File: src/rtl/core/thrt_pkg.sv
// ============================================================================
// Touch region hit test package
// Shared types, codes and sizing constants for the touch region hit test core.
// ============================================================================
package thrt_pkg;

    localparam int COORD_BITS  = 12;
    localparam int TABLE_DEPTH = 16;
    localparam int LOCKOUT_US  = 800000;
    localparam int TIME_W      = 32;
    localparam int CODE_W      = 16;
    localparam int ACT_W       = 2;
    localparam int STATUS_W    = 3;
    localparam int CFG_IDX_W   = 3;

    localparam int ADDR_W = (TABLE_DEPTH > 1) ? $clog2(TABLE_DEPTH) : 1;
    localparam int CNT_W  = $clog2(TABLE_DEPTH + 1);

    // Product of a sample offset and a screen span, and the divider built on it.
    localparam int PROD_W      = 2 * COORD_BITS;
    localparam int DIV_CYCLES  = PROD_W / 2;
    localparam int DIV_CNT_W   = (DIV_CYCLES > 1) ? $clog2(DIV_CYCLES) : 1;

    localparam logic [ACT_W-1:0] ACT_INSERT = 2'd0;
    localparam logic [ACT_W-1:0] ACT_TOUCH  = 2'd1;
    localparam logic [ACT_W-1:0] ACT_CLEAR  = 2'd2;

    localparam logic [STATUS_W-1:0] ST_STORED  = 3'd0;
    localparam logic [STATUS_W-1:0] ST_FULL    = 3'd1;
    localparam logic [STATUS_W-1:0] ST_HIT     = 3'd2;
    localparam logic [STATUS_W-1:0] ST_MISS    = 3'd3;
    localparam logic [STATUS_W-1:0] ST_REJECT  = 3'd4;
    localparam logic [STATUS_W-1:0] ST_LOCKOUT = 3'd5;
    localparam logic [STATUS_W-1:0] ST_CLEARED = 3'd6;

    localparam logic [CFG_IDX_W-1:0] CFG_RAW_X_MIN    = 3'd0;
    localparam logic [CFG_IDX_W-1:0] CFG_RAW_X_MAX    = 3'd1;
    localparam logic [CFG_IDX_W-1:0] CFG_RAW_Y_MIN    = 3'd2;
    localparam logic [CFG_IDX_W-1:0] CFG_RAW_Y_MAX    = 3'd3;
    localparam logic [CFG_IDX_W-1:0] CFG_SCREEN_X_MIN = 3'd4;
    localparam logic [CFG_IDX_W-1:0] CFG_SCREEN_X_MAX = 3'd5;
    localparam logic [CFG_IDX_W-1:0] CFG_SCREEN_Y_MIN = 3'd6;
    localparam logic [CFG_IDX_W-1:0] CFG_SCREEN_Y_MAX = 3'd7;

    typedef struct packed {
        logic [CODE_W-1:0]     code;
        logic [COORD_BITS-1:0] x_lo;
        logic [COORD_BITS-1:0] y_lo;
        logic [COORD_BITS-1:0] x_hi;
        logic [COORD_BITS-1:0] y_hi;
    } region_t;

    typedef enum logic [2:0] {
        S_IDLE,
        S_MUL,
        S_DIV,
        S_FIX,
        S_SCAN,
        S_EMIT
    } state_t;

endpackage

File: src/rtl/core/touch_region_hit_test_core.sv
// ============================================================================
// Touch region hit test core
// Region table, calibrated touch scaling and first-match hit test with lockout.
// ============================================================================
// Every transaction gives exactly one result. Insert, clear, out-of-range and
// unused-action transactions are written to the result register when they are
// accepted and move on to the output register, once it is free. A touch forms
// the products, runs the two parallel dividers that retire two quotient bits per
// cycle, and then reads the N stored regions (up to 16) in table order through
// the single read port of the region memory.
// A new transaction is accepted once the previous result has been placed in
// the output register, even while that result still waits to be taken.
module touch_region_hit_test_core
    import thrt_pkg::*;
(
    input  logic                  clk,
    input  logic                  rst_n,
    input  logic                  in_valid,
    output logic                  in_ready,
    input  logic [ACT_W-1:0]      action,
    input  logic [COORD_BITS-1:0] raw_x,
    input  logic [COORD_BITS-1:0] raw_y,
    input  logic [TIME_W-1:0]     time_us,
    input  logic [COORD_BITS-1:0] corner_a_x,
    input  logic [COORD_BITS-1:0] corner_a_y,
    input  logic [COORD_BITS-1:0] corner_b_x,
    input  logic [COORD_BITS-1:0] corner_b_y,
    input  logic [CODE_W-1:0]     region_code,
    output logic                  out_valid,
    input  logic                  out_ready,
    output logic [STATUS_W-1:0]   status,
    output logic [CODE_W-1:0]     hit_code,
    output logic [COORD_BITS-1:0] screen_x,
    output logic [COORD_BITS-1:0] screen_y,
    input  logic                  cfg_we,
    input  logic [CFG_IDX_W-1:0]  cfg_index,
    input  logic [COORD_BITS-1:0] cfg_data
);

    state_t state_reg, state_next;

    logic [COORD_BITS-1:0] raw_x_min_reg, raw_x_max_reg, raw_y_min_reg, raw_y_max_reg;
    logic [COORD_BITS-1:0] scr_x_min_reg, scr_x_max_reg, scr_y_min_reg, scr_y_max_reg;

    logic [CNT_W-1:0]  count_reg, count_next;
    logic [TIME_W-1:0] last_time_reg, last_time_next;
    logic              last_valid_reg, last_valid_next;
    logic [CNT_W-1:0]  issue_reg, issue_next;
    logic              chk_valid_reg, chk_valid_next;
    logic              out_valid_reg, out_valid_next;

    // Working registers of a touch.
    logic [COORD_BITS-1:0] dx_reg, dy_reg, spx_reg, spy_reg, sax_reg, say_reg;
    logic                  negx_reg, negy_reg;
    logic [TIME_W-1:0]     time_reg;
    logic [COORD_BITS-1:0] sx_reg, sx_next, sy_reg, sy_next;

    logic [STATUS_W-1:0]   res_status_reg, res_status_next;
    logic [CODE_W-1:0]     res_code_reg, res_code_next;
    logic [COORD_BITS-1:0] res_x_reg, res_x_next, res_y_reg, res_y_next;

    logic [STATUS_W-1:0]   out_status_reg;
    logic [CODE_W-1:0]     out_code_reg;
    logic [COORD_BITS-1:0] out_x_reg, out_y_reg;

    logic accept_in;
    logic table_full;
    logic rej_x, rej_y;
    logic load_touch;
    logic out_load;
    logic div_start;
    logic div_done_x, div_done_y;
    logic [COORD_BITS-1:0] q_x, q_y;
    logic ram_we, ram_re;
    region_t wr_entry, rd_entry;
    logic scan_hit;
    logic lockout;
    logic [TIME_W-1:0] elapsed;

    assign in_ready   = (state_reg == S_IDLE);
    assign accept_in  = in_valid && in_ready;
    assign table_full = (count_reg >= CNT_W'(TABLE_DEPTH));

    // A zero raw span is rejected along with samples outside the raw range.
    assign rej_x = (raw_x < raw_x_min_reg) || (raw_x > raw_x_max_reg) ||
                   (raw_x_max_reg == raw_x_min_reg);
    assign rej_y = (raw_y < raw_y_min_reg) || (raw_y > raw_y_max_reg) ||
                   (raw_y_max_reg == raw_y_min_reg);

    assign wr_entry.code = region_code;
    assign wr_entry.x_lo = (corner_a_x < corner_b_x) ? corner_a_x : corner_b_x;
    assign wr_entry.x_hi = (corner_a_x < corner_b_x) ? corner_b_x : corner_a_x;
    assign wr_entry.y_lo = (corner_a_y < corner_b_y) ? corner_a_y : corner_b_y;
    assign wr_entry.y_hi = (corner_a_y < corner_b_y) ? corner_b_y : corner_a_y;

    assign ram_we = accept_in && (action == ACT_INSERT) && !table_full;

    thrt_ram #(
        .WIDTH ($bits(region_t)),
        .DEPTH (TABLE_DEPTH)
    ) u_region_ram (
        .clk   (clk),
        .we    (ram_we),
        .waddr (count_reg[ADDR_W-1:0]),
        .wdata (wr_entry),
        .re    (ram_re),
        .raddr (issue_reg[ADDR_W-1:0]),
        .rdata (rd_entry)
    );

    thrt_div u_div_x (
        .clk      (clk),
        .rst_n    (rst_n),
        .start    (div_start),
        .dividend (PROD_W'(dx_reg) * PROD_W'(sax_reg)),
        .divisor  (spx_reg),
        .done     (div_done_x),
        .quotient (q_x)
    );

    thrt_div u_div_y (
        .clk      (clk),
        .rst_n    (rst_n),
        .start    (div_start),
        .dividend (PROD_W'(dy_reg) * PROD_W'(say_reg)),
        .divisor  (spy_reg),
        .done     (div_done_y),
        .quotient (q_y)
    );

    assign scan_hit = (sx_reg > rd_entry.x_lo) && (sx_reg < rd_entry.x_hi) &&
                      (sy_reg > rd_entry.y_lo) && (sy_reg < rd_entry.y_hi);

    // Elapsed time wraps with the timestamp, so a plain modular difference works.
    assign elapsed = time_reg - last_time_reg;
    assign lockout = last_valid_reg && (elapsed < TIME_W'(LOCKOUT_US));

    always_comb
    begin
        state_next      = state_reg;
        count_next      = count_reg;
        last_time_next  = last_time_reg;
        last_valid_next = last_valid_reg;
        issue_next      = issue_reg;
        chk_valid_next  = chk_valid_reg;
        sx_next         = sx_reg;
        sy_next         = sy_reg;
        res_status_next = res_status_reg;
        res_code_next   = res_code_reg;
        res_x_next      = res_x_reg;
        res_y_next      = res_y_reg;
        load_touch      = 1'b0;
        div_start       = 1'b0;
        ram_re          = 1'b0;
        out_load        = 1'b0;

        case (state_reg)
            S_IDLE:
            begin
                if (in_valid)
                begin
                    res_code_next = '0;
                    res_x_next    = '0;
                    res_y_next    = '0;
                    state_next    = S_EMIT;
                    case (action)
                        ACT_INSERT:
                        begin
                            if (table_full)
                            begin
                                res_status_next = ST_FULL;
                            end
                            else
                            begin
                                res_status_next = ST_STORED;
                                count_next      = count_reg + 1'b1;
                            end
                        end
                        ACT_TOUCH:
                        begin
                            if (rej_x || rej_y)
                            begin
                                res_status_next = ST_REJECT;
                            end
                            else
                            begin
                                load_touch = 1'b1;
                                state_next = S_MUL;
                            end
                        end
                        ACT_CLEAR:
                        begin
                            res_status_next = ST_CLEARED;
                            count_next      = '0;
                        end
                        default:
                        begin
                            res_status_next = ST_REJECT;
                        end
                    endcase
                end
            end
            S_MUL:
            begin
                div_start  = 1'b1;
                state_next = S_DIV;
            end
            S_DIV:
            begin
                if (div_done_x)
                begin
                    // Truncation toward zero: scale the magnitude, then apply the sign.
                    sx_next    = negx_reg ? (scr_x_min_reg - q_x) : (scr_x_min_reg + q_x);
                    sy_next    = negy_reg ? (scr_y_min_reg - q_y) : (scr_y_min_reg + q_y);
                    state_next = S_FIX;
                end
            end
            S_FIX:
            begin
                if (lockout)
                begin
                    res_status_next = ST_LOCKOUT;
                    res_x_next      = sx_reg;
                    res_y_next      = sy_reg;
                    state_next      = S_EMIT;
                end
                else
                begin
                    issue_next     = '0;
                    chk_valid_next = 1'b0;
                    state_next     = S_SCAN;
                end
            end
            S_SCAN:
            begin
                // Reads are issued one per cycle; each entry is tested the cycle
                // after its read, so the first hit in table order wins.
                if (chk_valid_reg && scan_hit)
                begin
                    last_time_next  = time_reg;
                    last_valid_next = 1'b1;
                    res_status_next = ST_HIT;
                    res_code_next   = rd_entry.code;
                    res_x_next      = sx_reg;
                    res_y_next      = sy_reg;
                    chk_valid_next  = 1'b0;
                    state_next      = S_EMIT;
                end
                else if (issue_reg < count_reg)
                begin
                    ram_re         = 1'b1;
                    issue_next     = issue_reg + 1'b1;
                    chk_valid_next = 1'b1;
                end
                else
                begin
                    res_status_next = ST_MISS;
                    res_x_next      = sx_reg;
                    res_y_next      = sy_reg;
                    chk_valid_next  = 1'b0;
                    state_next      = S_EMIT;
                end
            end
            S_EMIT:
            begin
                if (!out_valid_reg || out_ready)
                begin
                    out_load   = 1'b1;
                    state_next = S_IDLE;
                end
            end
            default:
            begin
                state_next = S_IDLE;
            end
        endcase

        if (out_load)
        begin
            out_valid_next = 1'b1;
        end
        else if (out_ready)
        begin
            out_valid_next = 1'b0;
        end
        else
        begin
            out_valid_next = out_valid_reg;
        end
    end

    always_ff @(posedge clk or negedge rst_n)
    begin
        if (!rst_n)
        begin
            state_reg      <= S_IDLE;
            count_reg      <= '0;
            last_time_reg  <= '0;
            last_valid_reg <= 1'b0;
            issue_reg      <= '0;
            chk_valid_reg  <= 1'b0;
            out_valid_reg  <= 1'b0;
            raw_x_min_reg  <= COORD_BITS'(0);
            raw_x_max_reg  <= COORD_BITS'(4095);
            raw_y_min_reg  <= COORD_BITS'(0);
            raw_y_max_reg  <= COORD_BITS'(4095);
            scr_x_min_reg  <= COORD_BITS'(0);
            scr_x_max_reg  <= COORD_BITS'(319);
            scr_y_min_reg  <= COORD_BITS'(0);
            scr_y_max_reg  <= COORD_BITS'(239);
        end
        else
        begin
            state_reg      <= state_next;
            count_reg      <= count_next;
            last_time_reg  <= last_time_next;
            last_valid_reg <= last_valid_next;
            issue_reg      <= issue_next;
            chk_valid_reg  <= chk_valid_next;
            out_valid_reg  <= out_valid_next;
            if (cfg_we)
            begin
                case (cfg_index)
                    CFG_RAW_X_MIN:    raw_x_min_reg <= cfg_data;
                    CFG_RAW_X_MAX:    raw_x_max_reg <= cfg_data;
                    CFG_RAW_Y_MIN:    raw_y_min_reg <= cfg_data;
                    CFG_RAW_Y_MAX:    raw_y_max_reg <= cfg_data;
                    CFG_SCREEN_X_MIN: scr_x_min_reg <= cfg_data;
                    CFG_SCREEN_X_MAX: scr_x_max_reg <= cfg_data;
                    CFG_SCREEN_Y_MIN: scr_y_min_reg <= cfg_data;
                    CFG_SCREEN_Y_MAX: scr_y_max_reg <= cfg_data;
                    default:          ;
                endcase
            end
        end
    end

    always_ff @(posedge clk)
    begin
        if (load_touch)
        begin
            dx_reg   <= raw_x - raw_x_min_reg;
            dy_reg   <= raw_y - raw_y_min_reg;
            spx_reg  <= raw_x_max_reg - raw_x_min_reg;
            spy_reg  <= raw_y_max_reg - raw_y_min_reg;
            negx_reg <= (scr_x_max_reg < scr_x_min_reg);
            negy_reg <= (scr_y_max_reg < scr_y_min_reg);
            sax_reg  <= (scr_x_max_reg < scr_x_min_reg) ? (scr_x_min_reg - scr_x_max_reg)
                                                         : (scr_x_max_reg - scr_x_min_reg);
            say_reg  <= (scr_y_max_reg < scr_y_min_reg) ? (scr_y_min_reg - scr_y_max_reg)
                                                         : (scr_y_max_reg - scr_y_min_reg);
            time_reg <= time_us;
        end
        sx_reg         <= sx_next;
        sy_reg         <= sy_next;
        res_status_reg <= res_status_next;
        res_code_reg   <= res_code_next;
        res_x_reg      <= res_x_next;
        res_y_reg      <= res_y_next;
        if (out_load)
        begin
            out_status_reg <= res_status_reg;
            out_code_reg   <= res_code_reg;
            out_x_reg      <= res_x_reg;
            out_y_reg      <= res_y_reg;
        end
    end

    assign out_valid = out_valid_reg;
    assign status    = out_status_reg;
    assign hit_code  = out_code_reg;
    assign screen_x  = out_x_reg;
    assign screen_y  = out_y_reg;

    // Both dividers start together and run for the same number of cycles.
    a_div_lockstep: assert property (@(posedge clk) disable iff (!rst_n)
        div_done_x == div_done_y)
        else $error("X and Y dividers finished in different cycles");

    a_count_bound: assert property (@(posedge clk) disable iff (!rst_n)
        count_reg <= CNT_W'(TABLE_DEPTH))
        else $error("region count exceeds the table depth");

    // A tested entry must come from a read issued in the previous cycle.
    a_scan_read: assert property (@(posedge clk) disable iff (!rst_n)
        (state_reg == S_SCAN && chk_valid_reg) |-> $past(ram_re))
        else $error("scan tested an entry that was not read");

    a_hit_arms_lockout: assert property (@(posedge clk) disable iff (!rst_n)
        (state_reg == S_SCAN && chk_valid_reg && scan_hit) |=> last_valid_reg)
        else $error("hit did not arm the lockout");

endmodule

File: src/rtl/core/thrt_ram.sv
// ============================================================================
// Generic synchronous RAM
// One write port and one read port; the read data is registered.
// ============================================================================
module thrt_ram #(
    parameter int WIDTH = 64,
    parameter int DEPTH = 16
) (
    input  logic                                      clk,
    input  logic                                      we,
    input  logic [((DEPTH > 1) ? $clog2(DEPTH) : 1)-1:0] waddr,
    input  logic [WIDTH-1:0]                          wdata,
    input  logic                                      re,
    input  logic [((DEPTH > 1) ? $clog2(DEPTH) : 1)-1:0] raddr,
    output logic [WIDTH-1:0]                          rdata
);

    logic [WIDTH-1:0] mem [DEPTH];
    logic [WIDTH-1:0] rdata_reg;

    always_ff @(posedge clk)
    begin
        if (we)
        begin
            mem[waddr] <= wdata;
        end
        if (re)
        begin
            rdata_reg <= mem[raddr];
        end
    end

    assign rdata = rdata_reg;

endmodule

File: src/rtl/core/thrt_div.sv
// ============================================================================
// Touch region hit test divider
// Iterative unsigned restoring divider, two quotient bits per cycle.
// ============================================================================
module thrt_div
    import thrt_pkg::*;
(
    input  logic                  clk,
    input  logic                  rst_n,
    input  logic                  start,
    input  logic [PROD_W-1:0]     dividend,
    input  logic [COORD_BITS-1:0] divisor,
    output logic                  done,
    output logic [COORD_BITS-1:0] quotient
);

    logic                  busy_reg;
    logic                  done_reg;
    logic [DIV_CNT_W-1:0]  cnt_reg;
    logic [COORD_BITS-1:0] divisor_reg;
    logic [COORD_BITS-1:0] rem_reg;
    logic [PROD_W-1:0]     dq_reg;
    logic [COORD_BITS-1:0] rem_next;
    logic [PROD_W-1:0]     dq_next;

    // Two restoring steps; the remainder stays below the divisor, so it fits
    // in COORD_BITS and one extra bit covers the trial subtraction.
    always_comb
    begin
        logic [COORD_BITS:0] trial;
        rem_next = rem_reg;
        dq_next  = dq_reg;
        for (int k = 0; k < 2; k++)
        begin
            trial   = {rem_next, dq_next[PROD_W-1]};
            dq_next = {dq_next[PROD_W-2:0], 1'b0};
            if (trial >= {1'b0, divisor_reg})
            begin
                trial      = trial - {1'b0, divisor_reg};
                dq_next[0] = 1'b1;
            end
            rem_next = trial[COORD_BITS-1:0];
        end
    end

    always_ff @(posedge clk or negedge rst_n)
    begin
        if (!rst_n)
        begin
            busy_reg <= 1'b0;
            done_reg <= 1'b0;
            cnt_reg  <= '0;
        end
        else
        begin
            done_reg <= 1'b0;
            if (start)
            begin
                busy_reg <= 1'b1;
                cnt_reg  <= DIV_CNT_W'(DIV_CYCLES - 1);
            end
            else if (busy_reg)
            begin
                if (cnt_reg == '0)
                begin
                    busy_reg <= 1'b0;
                    done_reg <= 1'b1;
                end
                else
                begin
                    cnt_reg <= cnt_reg - 1'b1;
                end
            end
        end
    end

    always_ff @(posedge clk)
    begin
        if (start)
        begin
            divisor_reg <= divisor;
            rem_reg     <= '0;
            dq_reg      <= dividend;
        end
        else if (busy_reg)
        begin
            rem_reg <= rem_next;
            dq_reg  <= dq_next;
        end
    end

    assign done     = done_reg;
    assign quotient = dq_reg[COORD_BITS-1:0];

endmodule
File: config.mk
export PLATFORM = sky130hd
export DESIGN_NAME = touch_region_hit_test_core
export DESIGN_NICKNAME = d
export VERILOG_FILES = /design/src/rtl/core/thrt_pkg.sv /design/src/rtl/core/touch_region_hit_test_core.sv /design/src/rtl/core/thrt_ram.sv /design/src/rtl/core/thrt_div.sv
export SDC_FILE = /design/constraint.sdc
export NUM_CORES = 2
export LEC_CHECK = 0
export ABC_AREA = 1
export BUFFER_PORTS_ARGS = -buffer_cell sky130_fd_sc_hd__buf_2
export CORE_MARGIN = 10
export CORE_UTILIZATION = 45
export DETAILED_ROUTE_END_ITERATION = 10
export PLACE_DENSITY = 0.65
export SLEW_MARGIN = 10
export SYNTH_ARGS = -nofsm -noshare
export SYNTH_HDL_FRONTEND = slang
export SYNTH_SLANG_ARGS = --single-unit
File: constraint.sdc
create_clock -name clk -period 9.1 [get_ports clk]
set_input_delay 0.91 -clock clk [delete_from_list [all_inputs] [get_ports clk]]
set_output_delay 0.91 -clock clk [all_outputs]
set_load 0.05 [all_outputs]
* Word-level counts from Yosys, hierarchy flattened
Memories as Yosys holds them, arrays and structs flattened. A register that Yosys moved wholly into a read port is not among the register bits.
Cells that the tools add are included.
** Cells by class
- Add/subtract/negate cells :: 21
- $mul :: 2
- Divide/modulo/power cells :: 0
- Order comparisons :: 19
- Eq/ne operators :: 29
- Shift-type cells :: 0
- Muxes and demuxes :: 86
- Bitwise gates (word level) :: 0
- Reductions and logical operators :: 47
** Operator list (count)
- two-way mux 12 bit :: 19
- subtractor 12 bit :: 14
- < comparator 12 bit :: 8
- two-way mux 24 bit :: 4
- one-hot mux 12 bit (3 select lines) :: 2
- >= comparator 13 x 12 -> 1 bit :: 4
- > comparator 12 bit :: 4
- multiplier 12 x 12 -> 24 bit :: 2
- two-way mux 3 bit :: 12
- < comparator 32 x 20 -> 1 bit (second input constant) :: 1
- two-way mux 16 bit :: 2
- one-hot mux 16 bit (2 select lines) :: 1
- subtractor 32 bit :: 1
- two-way mux 1 bit :: 30
- AND reduction 2 bit :: 13
- adder 12 bit :: 2
- == test 12 bit :: 2
- two-way mux 4 bit :: 6
- two-way mux 5 bit :: 4
- inequality test 2 bit (second input constant) :: 10
- one-hot mux 5 bit (2 select lines) :: 2
- == test 3 bit (second input constant) :: 6
- one-hot mux 3 bit (3 select lines) :: 2
- one-hot mux 3 bit (6 select lines) :: 1
- other kinds (22) :: 52
** Word-level totals
- Register bits :: 467
- Latch bits :: 0
- Memory bits (writable) :: 1024
- Bits in read-only memories :: 0
- Input port bits :: 142
- Output and inout bits :: 45
- Word-level logic and storage cells :: 250
- Memories kept :: 1
** Memories
- u_region_ram.mem :: words 16, bits a word 64, rd ports 1, clocked after Yosys merged registers in 1, write ports 1, line thrt_ram.sv:18 : logic [WIDTH-1:0] mem [DEPTH];

* Depth between registers and ports, before layout
- Depth in word-level cells :: 8
- Mapped depth :: 28
- Depth with buffers taken out :: 27

* Cells and area by module
From an unflattened synthesis, not the netlist that was laid out.
** Unflattened totals
- Cell total of the unflattened synthesis :: 9338
- Area total of the unflattened synthesis :: 86586.8 um2
** Modules (own cells, without submodules)
- thrt_ram :: times used 1, cells each 4210, area an instance 45815.2 um2, seq. area each 32671.3 um2
- touch_region_hit_test_core :: times used 1, cells each 4080, area an instance 32899.1 um2, seq. area each 10137.2 um2
- thrt_div :: times used 2, cells each 524, area an instance 3936.3 um2, seq. area each 1471.4 um2

* Worst setup path after synthesis
Ideal clock, no wire load.
- Kind :: input -> register
- Start point :: input raw_x[0]
- End point :: register dx_reg[0], enable pin
- Library setup time :: 0.700 ns
- Data arrival time :: 9.390 ns
- Required time :: 8.400 ns
- Setup slack :: -0.991 ns
- Stages :: 8
- Buffers on the path :: 0
- Path through :: inv_1 > ha_1 > fa_1 > nand3b_1 > and2_1 > o221ai_1 > nand4_1 > nor3_1
** On the way
- Longest elaborated chain between the ends :: 8
** RTL lines
- from (decl) :: line touch_region_hit_test_core.sv:21 : input logic [COORD_BITS-1:0] raw_x,
- < comparator 12 bit / > comparator 12 bit (equally long branches) :: line touch_region_hit_test_core.sv:85 : assign rej_x = (raw_x < raw_x_min_reg) || (raw_x > raw_x_max_reg) ||
- logical OR 1 bit (*) (2 in a row) :: line touch_region_hit_test_core.sv:85
- logical OR 1 bit (*) :: line touch_region_hit_test_core.sv:181 : if (rej_x || rej_y)
- two-way mux 1 bit (*) :: line touch_region_hit_test_core.sv:181
- two-way mux 1 bit (*) :: line touch_region_hit_test_core.sv:166 : case (action)
- two-way mux 1 bit (*) :: line touch_region_hit_test_core.sv:160 : if (in_valid)
- two-way mux 1 bit (*) :: line touch_region_hit_test_core.sv:157 : case (state_reg)
- via load_touch :: line touch_region_hit_test_core.sv:69 : logic load_touch;
- to (signal assigned) :: line touch_region_hit_test_core.sv:342 : dx_reg <= raw_x - raw_x_min_reg;
- to (decl) :: line touch_region_hit_test_core.sv:53 : logic [COORD_BITS-1:0] dx_reg, dy_reg, spx_reg, spy_reg, sax_reg, say_reg;
Mark *: on every way through the listed nets, which the timed path passes. The rest lies on a longest branch.
A chain may end at the register's enable or synchronous reset.

* Final worst setup path
- Start point :: register say_reg[3]
- End point :: register u_div_y.dq_reg[20] (data pin)
** On the way
- Longest elaborated chain between the ends :: 2
** RTL lines
- from (decl) :: line touch_region_hit_test_core.sv:53
- from (signal assigned) :: line touch_region_hit_test_core.sv:350 : say_reg <= (scr_y_max_reg < scr_y_min_reg) ? (scr_y_min_reg - scr_y_max_reg)
- multiplier 12 x 12 -> 24 bit :: line touch_region_hit_test_core.sv:125 : .dividend (PROD_W'(dy_reg) * PROD_W'(say_reg)),
- two-way mux 24 bit :: line thrt_div.sv:79 : if (start)
- to (signal assigned) :: line thrt_div.sv:83 : dq_reg <= dividend;
- to (signal assigned) :: line thrt_div.sv:88 : dq_reg <= dq_next;
- to (decl) :: line thrt_div.sv:22 : logic [PROD_W-1:0] dq_reg;
No other way between the ends.

==> results by group <==
Detailed routing
  – WL met1: roughly 90000 µm
  – Wire per inst: approximately 21 µm
  – Via density per instance: approximately 5.4
  – Top layer in use: met5
  – Via count: 55.8k
  – Antenna Violating Nets Remaining: 0
  – DRC violations left: 0
  – Met3 wire len: 13500 µm
  – DR WL met2: slightly above 100000 µm
  – Routed WL: approximately 210000 µm
  – Drt first pass iters: 6
  – DR iter-0 viols: about 5.3k

Critical path
  – Data required, critical path: 9.64 ns
  – Slowest stage cell, crit path: edfxtp_1
  – Crit start category: flip-flop
  – CP endpoint kind: flip-flop
  – CP startpoint: say_reg[3]
  – Worst r2r src: say_reg[3]
  – R2r setup slk: 3.52 ns
  – Reg2Reg Depth: 18
  – Peak per-stage delay on the critical path: 0.66 ns
  – CP Max Fanout: 12
  – Worst Path Arrival: 6.12 ns
  – Critical Path, Cell by Cell: nand2_1 > fa_1 > inv_1 > fa_1 > fa_1 > fa_1 > inv_1 > fa_1 > inv_1 > ha_1 > nand2_1 > nor2_1 > inv_1 > o21ai_0 > a21oi_1 > o21ai_0 > xor2_1 > o21ai_0
  – Critical path class: reg2reg
  – Critical path's most frequent cell: fa_1
  – Critical Path Sink: u_div_y.dq_reg[20]
  – R2r endpoint: u_div_y.dq_reg[20]

Synthesis
  – Post-synth EDFFs: 1376
  – Top-count cell post-synth: edfxtp_1
  – Synth area leaders: edfxtp_1, ha_1, nand2_1, fa_1, inv_1
  – Syn Area/Cell: ~11 µm²
  – Seq cells post-synth: 1555
  – Synth async-reset ratio: 9.97%
  – Warning count from the yosys run: 0
  – Top cell type's share of synthesized area: 51.0%
  – Synth cell types: 60
  – Post-synthesis cell area: between 0.08 and 0.09 mm²
  – Cell count after synthesis: between 7k and 8k
  – Cell type with the highest aggregate area in the netlist: edfxtp_1
  – Syn nets: 8425
  – Commonest register cell after synthesis: edfxtp_1
  – Seq/Total Area, Yosys: between 50 and 60%
  – Post-synth top cells: edfxtp_1, nand2_1, inv_1

Clock tree
  – Post-CTS setup buffer count: 0
  – H-tree levels: 4
  – Clock tree sinks: approximately 1.6k
  – Clk root buf: clkbuf_16
  – CTS tree: built
  – Number of buffers created by CTS: 163
  – CTS clk-pin slew, worst paths: 0.06 ns
  – Max clock buf depth: 3
  – Worst-Skew Late Latency: about 0.8 ns

Floorplanning
  – Site Rows: 155
  – Die H: 444 µm
  – Io pins: 187
  – Core Box Area: roughly 0.18 mm²
  – Full die area: 0.197 mm²
  – Die width: 444 µm
  – Starting Density: 45.3%

Global routing
  – Global-route wire length before repair: 325000 µm
  – Vias in the first global route: 54.4k
  – Largest net degree at the start of global routing: 187
  – Tot GR Track Use: approximately a fifth
  – Initial antenna violation count: 26
  – Total global routing overflow: 0

Timing
  – Clock period minus worst slack: approximately 5.6 ns
  – Hold Fails Final Rpt: 0
  – Worst slew pin tran: 1.31 ns
  – Final setup viols: 0
  – Slew Viols, Final: 0
  – Worst hold-check slack: 0.275 ns
  – Crit share post-route: 61.3%
  – Fmax: 0.179 GHz
  – Slew HR: 12.5%
  – Setup TNS: 0 ns
  – Skew final: 0.0430 ns
  – RSZ-0062 raised after global routing: no

Power
  – Pwr dens: 279 mW/mm²
  – Leakage: 36.8 nW
  – Worst VDD drop: 0.000322 V

Place
  – Port Buffers: 186
  – Post-DP HPWL: 137000 µm
  – DP Cell Count: around 10k
  – GP Congestion: 0.909

Layout
  – Area grow syn2layout: 10.9%
  – Final Util: roughly half
  – # nets final: between 8k and 9k
  – Share of post-route cells with drive strength above 1: about 8.4%
  – Number of flip-flops under the largest register name: about 1k
  – Multi-input gate area: 0.0304 mm²
  – Sequential Area: 0.0457 mm²
  – Count of filler cells inserted in the layout: 15.9k
  – Fin cells: 10.3k

Run
  – Max cap viols: 0

Hold path
  – Hold Crit Depth: 1
  – Hold Crit Class: in2reg

Outcome
  – Status: finished, final reports clean
## critical path, delay by kind of cell, from the launching register on
family / cells / cell delay [ns]
compound gates: 4 / 0.87
buf+inv: 4 / 0.21
fa+ha+maj: 6 / 2.98
simple gates: 3 / 0.43
xor+xnor: 1 / 0.15
flops: 1 / 0.66
## cell families (layout without fill, tap and decap cells)
| logic type | Yosys count | count (layout) | synth area share, % |
|---|---|---|---|
| AOI/OAI and AO/OA | 1233 | 1233 | 9.24 |
| buffers and inverters | 1334 | 1586 | 6.25 |
| xor gates and xnor gates | 190 | 190 | 2.05 |
| other | 0 | 13 | 0 |
| adders and majority gates | 635 | 635 | 11.8 |
| DFF | 1555 | 1555 | 56.4 |
| and+or+nand+nor | 2603 | 2603 | 13.0 |
| muxes | 98 | 98 | 1.21 |
## repair_timing
action                                 4_1_cts  5_1_grt
endpoints found under the hold margin       33        0
hold buffers                                 1        0
resized for setup                            0        0
## metrics by stage
step	cell area, µm²	power [W]	worst slack (ns)
after floorplan	81000	0.0161	2.25
after global placement	84600	0.0185	3.56
after detailed placement	84600	0.0186	3.53
after CTS	89900	0.0252	3.51
after global routing	89900	0.0267	3.06
final	89900	0.0251	3.52
## how the worst min path moves through the flow
| stage | start | end |
|---|---|---|
| after detailed placement | res_code_reg[7] | hit_code[7] |
| after floorplan | res_code_reg[0] | hit_code[0] |
| after global placement | spy_reg[5] | u_div_y.divisor_reg[5] |
| final | time_us[24] | time_reg[24] |
| after global routing | time_us[24] | time_reg[24] |
| after CTS | time_us[24] | time_reg[24] |
## where the power goes
| group | internal (W) | leakage [nW] | total (W) | switching, W |
|---|---|---|---|---|
| clock | 0.00362 | 2.56 | 0.00652 | 0.00290 |
| sequential | 0.00908 | 14.6 | 0.00962 | 0.000543 |
| combinational | 0.00294 | 19.6 | 0.00892 | 0.00598 |
## metal layers
layer,GRT usage (%),vias to the layer above
li1,-,26300
met1,28.3,27200
met2,34.7,1927
met3,3.04,357
met4,7.48,8
met5,0,-
## area by class of cell
class / instances / share of cell area [%]
multi-input cells: 4759 / 33.8
repair buffers: 280 / 1.84
diodes: 13 / 0.0362
inverters: 1011 / 4.23
clock inverters: 93 / 1.04
flip-flops and latches: 1555 / 50.9
clock buffers: 202 / 4.84
well taps: 2355 / 3.28
## cell usage in the layout, fill, tap and decap left out, types with 185 or more instances in the layout
cell	n
a21oi_1	272
buf_2	185
edfxtp_1	1376
fa_1	214
ha_1	421
inv_1	992
nand2_1	1353
nand3_1	276
nor2_1	806
o21ai_0	549
(Power assumes the default switching activity.)
